**src/rtl/core/rgbhsv_pkg.sv**
```systemverilog
package rgbhsv_pkg;

  localparam int CHAN_W  = 8;
  localparam int ALPHA_W = 8;
  localparam int QUO_W   = 16;
  localparam int HUE_W   = QUO_W;
  localparam int SAT_W   = QUO_W;
  // 6*range needs three more bits than a channel
  localparam int TURN_W  = CHAN_W + 3;
  localparam int SATN_W  = CHAN_W + SAT_W;

  localparam int IN_DATA_W  = ((3 * CHAN_W + ALPHA_W + 7) / 8) * 8;
  localparam int OUT_DATA_W = ((HUE_W + SAT_W + CHAN_W + ALPHA_W + 7) / 8) * 8;

  typedef enum logic [1:0] {
    SEC_RED,
    SEC_GREEN,
    SEC_BLUE
  } sector_t;

  typedef struct packed {
    logic [ALPHA_W-1:0] alpha;
    logic [CHAN_W-1:0]  blue;
    logic [CHAN_W-1:0]  green;
    logic [CHAN_W-1:0]  red;
  } pixel_t;

  typedef struct packed {
    logic [ALPHA_W-1:0]     alpha;
    logic [CHAN_W-1:0]      hi;
    logic [CHAN_W-1:0]      range;
    sector_t                sector;
    logic signed [CHAN_W:0] diff;
  } minmax_t;

  typedef struct packed {
    logic [ALPHA_W-1:0] alpha;
    logic [CHAN_W-1:0]  hi;
    logic               gray;
    logic [TURN_W-1:0]  turn;
    logic [TURN_W-1:0]  num;
    logic [SATN_W-1:0]  sat_num;
  } divin_t;

  typedef struct packed {
    logic [ALPHA_W-1:0] alpha;
    logic [CHAN_W-1:0]  hi;
    logic               gray;
  } side_t;

  typedef struct packed {
    logic [ALPHA_W-1:0] alpha;
    logic [CHAN_W-1:0]  brightness;
    logic [SAT_W-1:0]   saturation;
    logic [HUE_W-1:0]   hue;
  } result_t;

endpackage

```
**src/rtl/core/rgbhsv_div.sv**
```systemverilog
// Pipelined restoring divider, one quotient bit per stage.
// Requires rem0 < dvs so the quotient fits Q_W bits.
module rgbhsv_div #(
  parameter int DIV_W = 8,
  parameter int Q_W   = 16
) (
  input  logic             clk,
  input  logic [Q_W-1:0]   en,
  input  logic [DIV_W-1:0] dvs,
  input  logic [DIV_W-1:0] rem0,
  input  logic [Q_W-1:0]   low,
  output logic [Q_W-1:0]   quo
);

  logic [DIV_W-1:0] dvs_r [Q_W];
  logic [DIV_W-1:0] rem_r [Q_W];
  logic [Q_W-1:0]   low_r [Q_W];
  logic [Q_W-1:0]   quo_r [Q_W];

  for (genvar k = 0; k < Q_W; k++) begin : g_stg
    logic [DIV_W-1:0] dvs_in;
    logic [DIV_W-1:0] rem_in;
    logic [Q_W-1:0]   low_in;
    logic [Q_W-1:0]   quo_in;
    logic [DIV_W:0]   trial;
    logic [DIV_W:0]   diff;
    logic             take;

    if (k == 0) begin : g_first
      assign dvs_in = dvs;
      assign rem_in = rem0;
      assign low_in = low;
      assign quo_in = '0;
    end else begin : g_next
      assign dvs_in = dvs_r[k-1];
      assign rem_in = rem_r[k-1];
      assign low_in = low_r[k-1];
      assign quo_in = quo_r[k-1];
    end

    assign trial = {rem_in, low_in[Q_W-1]};
    assign diff  = trial - {1'b0, dvs_in};
    assign take  = (trial >= {1'b0, dvs_in});

    always_ff @(posedge clk) begin
      if (en[k]) begin
        dvs_r[k] <= dvs_in;
        rem_r[k] <= take ? diff[DIV_W-1:0] : trial[DIV_W-1:0];
        low_r[k] <= {low_in[Q_W-2:0], 1'b0};
        quo_r[k] <= {quo_in[Q_W-2:0], take};
      end
    end
  end

  assign quo = quo_r[Q_W-1];

endmodule

```
**src/rtl/core/rgb_to_hsv_converter_core.sv**
```systemverilog
// RGB to HSV pixel converter, fully pipelined.
// Stages: input reg, min/max stage, setup stage, 16 divider stages, output reg.
// Throughput: one pixel per cycle while the output skid is empty;
// each divider retires one quotient bit per stage.
// Reset: synchronous active-low rst_n clears all valid bits and the output skid;
// payload registers are not reset.
module rgb_to_hsv_converter_core (
  input  logic                           clk,
  input  logic                           rst_n,
  input  logic                           in_tvalid,
  output logic                           in_tready,
  // [7:0] red_in, [15:8] green_in, [23:16] blue_in, [31:24] alpha_in
  input  logic [rgbhsv_pkg::IN_DATA_W-1:0]  in_tdata,
  output logic                           out_tvalid,
  input  logic                           out_tready,
  // [15:0] hue_out, [31:16] saturation_out, [39:32] brightness_out,
  // [47:40] alpha_out
  output logic [rgbhsv_pkg::OUT_DATA_W-1:0] out_tdata
);

  import rgbhsv_pkg::*;

  // input reg, min/max, divider setup, then the divider stages
  localparam int NS = 3 + QUO_W;

  logic [NS-1:0] v_r;
  logic          en;

  pixel_t  pix_r;
  minmax_t mm_r, mm_nxt;
  divin_t  dv_r, dv_nxt;
  side_t   side_r [QUO_W];

  logic [SAT_W-1:0] sat_quo;
  logic [HUE_W-1:0] hue_quo;
  result_t          res;

  logic    out_v_r, out_v_nxt;
  logic    skid_v_r, skid_v_nxt;
  result_t out_r, out_nxt;
  result_t skid_r, skid_nxt;
  logic    pipe_out_v;

  // Whole pipe moves together; stalls only once the skid holds an item,
  // so a transaction is taken even while a result waits downstream.
  assign en        = !skid_v_r;
  assign in_tready = en;

  always_ff @(posedge clk) begin
    if (!rst_n) begin
      v_r <= '0;
    end else if (en) begin
      v_r <= {v_r[NS-2:0], in_tvalid};
    end
  end

  // stage 0: input register
  always_ff @(posedge clk) begin
    if (en) begin
      pix_r <= pixel_t'(in_tdata[3*CHAN_W+ALPHA_W-1:0]);
    end
  end

  // stage 1: largest/smallest channel, sector, signed difference.
  // Ties: red beats green, green beats blue.
  always_comb begin
    logic [CHAN_W-1:0] lo;
    mm_nxt       = '0;
    mm_nxt.alpha = pix_r.alpha;
    if (pix_r.red >= pix_r.green && pix_r.red >= pix_r.blue) begin
      mm_nxt.sector = SEC_RED;
      mm_nxt.hi     = pix_r.red;
      mm_nxt.diff   = $signed({1'b0, pix_r.green}) - $signed({1'b0, pix_r.blue});
    end else if (pix_r.green >= pix_r.blue) begin
      mm_nxt.sector = SEC_GREEN;
      mm_nxt.hi     = pix_r.green;
      mm_nxt.diff   = $signed({1'b0, pix_r.blue}) - $signed({1'b0, pix_r.red});
    end else begin
      mm_nxt.sector = SEC_BLUE;
      mm_nxt.hi     = pix_r.blue;
      mm_nxt.diff   = $signed({1'b0, pix_r.red}) - $signed({1'b0, pix_r.green});
    end
    lo = (pix_r.red < pix_r.green) ? pix_r.red : pix_r.green;
    lo = (lo < pix_r.blue) ? lo : pix_r.blue;
    mm_nxt.range = mm_nxt.hi - lo;
  end

  always_ff @(posedge clk) begin
    if (en) begin
      mm_r <= mm_nxt;
    end
  end

  // stage 2: hue numerator wrapped into [0, 6*range), turn, sat numerator
  always_comb begin
    logic [TURN_W-1:0]        rng;
    logic signed [TURN_W+1:0] base;
    logic signed [TURN_W+1:0] sum;
    rng  = TURN_W'(mm_r.range);
    base = '0;
    unique case (mm_r.sector)
      SEC_RED:   base = '0;
      SEC_GREEN: base = $signed({2'b00, rng << 1});
      SEC_BLUE:  base = $signed({2'b00, rng << 2});
      default:   base = '0;
    endcase
    dv_nxt       = '0;
    dv_nxt.alpha = mm_r.alpha;
    dv_nxt.hi    = mm_r.hi;
    dv_nxt.gray  = (mm_r.range == '0);
    dv_nxt.turn  = (rng << 2) + (rng << 1);
    sum = base + (TURN_W+2)'(mm_r.diff);
    if (sum < 0) begin
      sum = sum + $signed({2'b00, dv_nxt.turn});
    end
    dv_nxt.num     = sum[TURN_W-1:0];
    // range * (2^16 - 1)
    dv_nxt.sat_num = {mm_r.range, SAT_W'(0)} - SATN_W'(mm_r.range);
  end

  always_ff @(posedge clk) begin
    if (en) begin
      dv_r <= dv_nxt;
    end
  end

  // divider stages; side data rides alongside
  rgbhsv_div #(
    .DIV_W (CHAN_W),
    .Q_W   (SAT_W)
  ) u_sat_div (
    .clk  (clk),
    .en   ({SAT_W{en}}),
    .dvs  (dv_r.hi),
    .rem0 (dv_r.sat_num[SATN_W-1:SAT_W]),
    .low  (dv_r.sat_num[SAT_W-1:0]),
    .quo  (sat_quo)
  );

  rgbhsv_div #(
    .DIV_W (TURN_W),
    .Q_W   (HUE_W)
  ) u_hue_div (
    .clk  (clk),
    .en   ({HUE_W{en}}),
    .dvs  (dv_r.turn),
    .rem0 (dv_r.num),
    .low  ('0),
    .quo  (hue_quo)
  );

  for (genvar k = 0; k < QUO_W; k++) begin : g_side
    always_ff @(posedge clk) begin
      if (en) begin
        if (k == 0) begin
          side_r[k] <= '{alpha: dv_r.alpha, hi: dv_r.hi, gray: dv_r.gray};
        end else begin
          side_r[k] <= side_r[(k == 0) ? 0 : k-1];
        end
      end
    end
  end

  // gray or black pixel: hue and saturation forced to zero
  always_comb begin
    res.alpha      = side_r[QUO_W-1].alpha;
    res.brightness = side_r[QUO_W-1].hi;
    res.saturation = side_r[QUO_W-1].gray ? '0 : sat_quo;
    res.hue        = side_r[QUO_W-1].gray ? '0 : hue_quo;
  end

  // output register plus one-entry skid
  assign pipe_out_v = v_r[NS-1] && en;

  always_comb begin
    out_v_nxt  = out_v_r;
    skid_v_nxt = skid_v_r;
    out_nxt    = out_r;
    skid_nxt   = skid_r;
    if (!out_v_r || out_tready) begin
      if (skid_v_r) begin
        out_v_nxt  = 1'b1;
        out_nxt    = skid_r;
        skid_v_nxt = 1'b0;
      end else begin
        out_v_nxt = pipe_out_v;
        out_nxt   = res;
      end
    end else if (pipe_out_v) begin
      skid_v_nxt = 1'b1;
      skid_nxt   = res;
    end
  end

  always_ff @(posedge clk) begin
    if (!rst_n) begin
      out_v_r  <= 1'b0;
      skid_v_r <= 1'b0;
    end else begin
      out_v_r  <= out_v_nxt;
      skid_v_r <= skid_v_nxt;
    end
  end

  always_ff @(posedge clk) begin
    out_r  <= out_nxt;
    skid_r <= skid_nxt;
  end

  assign out_tvalid = out_v_r;
  assign out_tdata  = OUT_DATA_W'(out_r);

endmodule

```
**config.mk**
```make
export PLATFORM = sky130hd
export DESIGN_NAME = rgb_to_hsv_converter_core
export DESIGN_NICKNAME = d
export VERILOG_FILES = /design/src/rtl/core/rgbhsv_pkg.sv /design/src/rtl/core/rgbhsv_div.sv /design/src/rtl/core/rgb_to_hsv_converter_core.sv
export SDC_FILE = /design/constraint.sdc
export NUM_CORES = 2
export LEC_CHECK = 0
export ABC_CLOCK_PERIOD_IN_PS = 43700
export BUFFER_PORTS_ARGS = -buffer_cell sky130_fd_sc_hd__buf_2
export CAP_MARGIN = 5
export CORE_ASPECT_RATIO = 1.2
export CORE_MARGIN = 3
export CORE_UTILIZATION = 57
export CTS_CLUSTER_SIZE = 8
export DETAILED_ROUTE_END_ITERATION = 16
export PLACE_DENSITY = 0.76
export SKIP_LAST_GASP = 1
export SLEW_MARGIN = 0
export SYNTH_ARGS = -nofsm -noshare
export SYNTH_HDL_FRONTEND = slang
export SYNTH_SLANG_ARGS = --single-unit
```
**constraint.sdc**
```tcl
create_clock -name clk -period 43.7 [get_ports clk]
set_clock_uncertainty 0.2 [all_clocks]
set_input_delay 8.74 -clock clk [delete_from_list [all_inputs] [get_ports clk]]
set_output_delay 8.74 -clock clk [all_outputs]
set_load 0.02 [all_outputs]
```
After elaboration in Yosys (flattened, before gate mapping)
Memory sizes are Yosys's and may differ from the RTL's.
Cells that the tools add are included.
{"block": "totals", "mem_bits_rw": 1872, "reg_bits": 247, "mem_count": 9, "output_inout_bits": 50, "elab_cells": 170, "input_bits": 36}
{"name": "side_r", "words": 16, "width": 17, "rd": 16, "rd_ports_with_merged_regs": 0, "write_ports": 16, "line_no": "rgb_to_hsv_converter_core.sv:32", "text": "side_t side_r [QUO_W];"}
{"name": "u_hue_div.quo_r", "words": 16, "width": 16, "rd": 16, "rd_ports_with_merged_regs": 0, "write_ports": 16, "line_no": "rgbhsv_div.sv:18", "text": "logic [Q_W-1:0] quo_r [Q_W];"}
{"name": "u_sat_div.quo_r", "words": 16, "width": 16, "rd": 16, "rd_ports_with_merged_regs": 0, "write_ports": 16, "line_no": "rgbhsv_div.sv:18"}
{"name": "u_hue_div.low_r", "words": 16, "width": 15, "rd": 15, "rd_ports_with_merged_regs": 0, "write_ports": 16, "line_no": "rgbhsv_div.sv:17", "text": "logic [Q_W-1:0] low_r [Q_W];"}
{"name": "u_sat_div.low_r", "words": 16, "width": 15, "rd": 15, "rd_ports_with_merged_regs": 0, "write_ports": 16, "line_no": "rgbhsv_div.sv:17"}
{"name": "u_hue_div.dvs_r", "words": 16, "width": 11, "rd": 15, "rd_ports_with_merged_regs": 0, "write_ports": 16, "line_no": "rgbhsv_div.sv:15", "text": "logic [DIV_W-1:0] dvs_r [Q_W];"}
{"name": "3 more memories"}
{"block": "classes", "n_mux": 45, "n_lt_le_gt_ge": 38, "reduce_logical": 8, "addsub": 40, "eq_ne": 2, "bitwise": 2}
{"cell": "$mux 11", "n": 18}
{"cell": "$ge 12x11->1", "n": 16}
{"cell": "$sub 11x11->11", "n": 16}
{"cell": "$mux 8", "n": 20}
{"cell": "$ge 9x8->1", "n": 16}
{"cell": "$sub 8x8->8", "n": 17}
{"cell": "$mux 48", "n": 1}
{"cell": "$mux 16", "n": 2}
{"cell": "$sub 8x8->9", "n": 3}
{"cell": "$ge 8x8->1", "n": 3}
{"cell": "$sub 24x8->24", "n": 1}
{"cell": "$pmux 10 s2", "n": 1}
{"cell": "$lt 8x8->1", "n": 2}
{"cell": "$add 11x9->12", "n": 1}
{"cell": "$lt 12x1->1 const B", "n": 1}
{"cell": "$add 10x9->11", "n": 1}
{"cell": "$add 11x11->11", "n": 1}
{"cell": "$mux 9", "n": 1}
{"cell": "$logic_not 8->1", "n": 1}
{"cell": "$eq 2x1->1 const B", "n": 1}
{"cell": "$eq 2x2->1 const B", "n": 1}
{"cell": "$logic_and 1x1->1", "n": 2}
{"cell": "$logic_not 1->1", "n": 2}
{"cell": "$mux 1", "n": 2}
{"cell": "other kinds (4)", "n": 5}

Logic depth before layout (Yosys ltp)
{"block": "depth", "ltp_word": 5, "depth_mapped": 25, "mapped_depth_nobuf": 24}

Cells and area by module
Synthesis repeated with hierarchy kept, for this count alone.
{"block": "hier_totals", "hier_cells": 4669, "area_unflattened_um2": 69912.1}
{"mod": "rgbhsv_div (u_hue_div)", "cells_each": 1996, "seq_area_each_um2": 17596.9, "instances": 1, "area_per_inst_um2": 28129.5}
{"mod": "rgbhsv_div (u_sat_div)", "cells_each": 1488, "seq_area_each_um2": 14894.3, "instances": 1, "area_per_inst_um2": 21583.2}
{"mod": "rgb_to_hsv_converter_core", "cells_each": 1185, "seq_area_each_um2": 15254.6, "instances": 1, "area_per_inst_um2": 20199.4}

Least setup slack after synthesis
OpenSTA, ideal clock, no wires.
{"block": "synth_timing", "path_type": "flip-flop to output port", "startpoint": "register skid_v_r", "endpoint": "output in_tready", "arrival_ns": 32.483, "stages_incl_launch_ff": 3, "path_buffers": 1, "required_time_ns": 34.760, "path_slack_ns": 2.277, "path_cell_list": "dfxtp_1 clkinv_1 clkbuf_1"}
{"block": "synth_via", "elab_chain_len": 1}
{"element": "from (decl)", "line_no": "rgb_to_hsv_converter_core.sv:39", "text": "logic skid_v_r, skid_v_nxt;"}
{"element": "from (signal assigned)", "line_no": "rgb_to_hsv_converter_core.sv:201", "text": "skid_v_r <= skid_v_nxt;"}
{"element": "$logic_not 1->1", "line_no": "rgb_to_hsv_converter_core.sv:46", "text": "assign en = !skid_v_r;"}
{"element": "to (decl)", "line_no": "rgb_to_hsv_converter_core.sv:11", "text": "output logic in_tready,"}
No other way between the ends.

Worst setup path after layout
Ends and elaborated chain as after synthesis.

==> impl_metrics.env <==
export IMPL_worstSkewPairLatency_ns=0.77
export IMPL_setup_viol=0
export IMPL_hold_buffers=0
export IMPL_dieHeight_um=357.1
export IMPL_routedWlPerCell_um=16.13
export IMPL_grt_usage_pct=17.20
export IMPL_regToRegStartpoint="pix_r[9]$_DFFE_PN_"
export IMPL_cts_tree="done"
export IMPL_whs_ns=0.2022
export IMPL_std_cell_rows=128
export IMPL_holdCritStartpoint="u_hue_div.quo_r[0][84]$_DFFE_PN_"
export IMPL_io_pins=86
export IMPL_initial_core_util_pct=57.59
export IMPL_synth_cell_area_sq_mm=0.05856
export IMPL_start_kind="flip-flop"
export IMPL_ctsResizeCount=0
export IMPL_nets=4663
export IMPL_vias=30330
export IMPL_cts_htree_levels=4
export IMPL_syn_inst=3976
export IMPL_post_cts_setup_buffers=0
export IMPL_peakVddDrop_v=0.0001599
export IMPL_ff2ff_path_depth=21
export IMPL_worst_slew_pin_slew_ns=1.173
export IMPL_antenna_found_initial=0
export IMPL_arrival_ns=2.29
export IMPL_placed_cells=5408
export IMPL_grt_max_degree=209
export IMPL_synth_area_per_cell_sq_um=14.73
export IMPL_detail_route_vias_per_cell=5.401
export IMPL_drt_wl_total_um=90570
export IMPL_dieArea_sq_mm=0.1066
export IMPL_area_growth_pct=11.88
export IMPL_rsz0062_at_grt="false"
export IMPL_min_period_ns=11.23
export IMPL_path_clk_slew_ns=0.05
export IMPL_ys_types=71
export IMPL_async_reset_ff_share_pct=0
export IMPL_min_path_cells=0
export IMPL_required_ns=34.76
export IMPL_drc=0
export IMPL_cts_buffer_depth=3
export IMPL_power_leakage_nw=26.25
export IMPL_critPathMaxFanout=91
export IMPL_r2r_slack_ns=37.54
export IMPL_startpoint="skid_v_r$_SDFFE_PP0P_"
export IMPL_ys_ff_latch=1295
export IMPL_synthFlopType="edfxtp_1"
export IMPL_grt_pass1_vias=31880
export IMPL_cts_root_buf="clkbuf_16"
export IMPL_hold_viol_final=0
export IMPL_yosysWarnings=0
export IMPL_drv_slew=0
export IMPL_post_route_period_util_pct=25.70
export IMPL_r2r_end="mm_r[18]$_DFFE_PN_"
export IMPL_drive_above_1_share_pct=13.29
export IMPL_cts_made_buffers=180
export IMPL_cp_end_kind="primary output"
export IMPL_drt_pass1_iter_count=5
export IMPL_synth_seq_area_share_pct=66.04
export IMPL_synth_area_leader_cell="edfxtp_1"
export IMPL_finalSetupTns_ns=0
export IMPL_worstSetupPathType="reg2out"
export IMPL_hpwlAfterDp_um=60760
export IMPL_synthTopCellsByArea="edfxtp_1 (65%), ha_1 (7.8%), mux2_2 (4.2%)"
export IMPL_hold_path_end="u_hue_div.quo_r[0][101]$_DFFE_PN_"
export IMPL_cts_sinks=1295
export IMPL_fmax_mhz=89.05
export IMPL_synth_edf_count=1274
export IMPL_grt_overflow=0
export IMPL_run_status="finished clean"
export IMPL_synth_top_area_share_pct=65.32
export IMPL_syn_num_nets=4414
export IMPL_n_antenna_cell=0
export IMPL_core_area_sq_mm=0.1017
export IMPL_stdcell_count=5616
export IMPL_numPortBuffers=85
export IMPL_fp_dieW_um=298.6
export IMPL_power_density_mw_per_mm2=85.46
export IMPL_gp_congestion=0.8627
export IMPL_drt_iter0_drc=1315
export IMPL_antenna_left=0
export IMPL_cap_violations=0
export IMPL_grt_pass1_wl_um=148700
export IMPL_min_path_type="reg2reg"
export IMPL_slew_headroom_pct=21.44
-- cell usage in the layout (no fill, tap or decap), types with 85 or more instances in the layout --
cell type	netlist	routed
edfxtp_1	1274	1274
inv_1	467	467
ha_1	365	365
mux2_2	216	216
nor2_1	182	182
clkbuf_16	0	182
xnor2_1	148	148
nor2b_1	135	135
a21oi_1	132	132
o21ai_0	124	124
nand2_1	114	114
a21o_1	96	96
buf_2	7	85
-- cell type report --
type	instances	area, sq um
Clock buffer	192	4592
Multi-Input combinational cell	2178	17960
Sequential cell	1295	38680
Timing Repair Buffer	102	578.1
Clock inverter	16	244.0
Fill cell	6986	36180
Inverter	468	1764
Tap cell	1365	1708
-- registers in the layout, summed over array words and instances, names as in the netlist, 48 cells and up --
| name | count |
|---|---|
| u_sat_div.quo_r | 136 |
| dv_r | 59 |
| u_hue_div.quo_r | 136 |
| side_r | 272 |
| u_sat_div.low_r | 116 |
| u_sat_div.rem_r | 120 |
| out_tdata | 48 |
| u_hue_div.rem_r | 150 |
| u_hue_div.dvs_r | 122 |
| skid_r | 48 |
-- worst max-delay path by stage --
stage | end | slack (ns) | depth (start not counted)
finish | in_tready | 32.47 | 3
global placement | skid_r[25]$_DFFE_PP_ | 32.14 | 5
CTS | in_tready | 32.39 | 3
global route | in_tready | 32.31 | 3
floorplan | in_tready | 2.28 | 2
detailed placement | skid_r[30]$_DFFE_PP_ | 32.05 | 5
-- through the flow --
| step | util [%] | power (W) | area, sq um | setup WS, ns |
|---|---|---|---|---|
| 3_3_place_gp | 59.67 | 0.004316 | 60690 | 32.14 |
| 6_report | 64.43 | 0.005599 | 65520 | 32.47 |
| 3_5_place_dp | 59.67 | 0.004402 | 60690 | 32.05 |
| 5_1_grt | 64.43 | 0.005995 | 65520 | 32.31 |
| 2_1_floorplan | - | 0.003924 | 58560 | 2.277 |
| 4_1_cts | 64.43 | 0.005651 | 65520 | 32.39 |
-- routing by layer --
layer	part of all wire (%)	global-route usage, %	wire length (um)
met3	3.7	3.691	3343
met4	4.0	8.194	3635
met1	37	17.40	33330
met5	0	0	0
met2	55	33.29	50260
-- where the power goes --
part,switching (W),internal [W]
clock,0.000473,0.000733
sequential,0.000199,0.00202
combinational,0.00111,0.00106
-- worst max-delay path, stage by stage (launching register included) --
cell	delay [ns]
dfxtp_2	0.30
buf_4	0.51
inv_8	0.36
buf_2	0.28
-- cell usage after synthesis, types with 7 or more instances --
cell and number:
a211oi_1 12, a211oi_4 15, a21boi_0 38, a21boi_1 10, a21o_1 96, a21oi_1 132, a221oi_1 16, a22oi_1 7
and2_1 19, buf_2 7, buf_4 7, clkbuf_1 17, dfxtp_1 21, edfxtp_1 1274, fa_1 37, ha_1 365
inv_1 467, mux2_2 216, mux2i_1 84, nand2_1 114, nand2b_1 44, nand3_1 12, nand4_1 67, nor2_1 182
nor2b_1 135, nor3_1 42, nor4_1 16, o21a_1 43, o21ai_0 124, o21ai_1 31, o21bai_1 12, o31ai_1 7
or2_2 10, or3_1 11, xnor2_1 148, xor2_1 61
-- kinds of logic after synthesis --
logic type      share of synthesized area [%]
simple gates                            5.749
flops                                   66.04
buf+inv                                 3.309
compound gates                          6.854
xor+xnor                                3.126
fa+ha+maj                               9.063
mux                                     5.858
(Power assumes the default switching activity.)
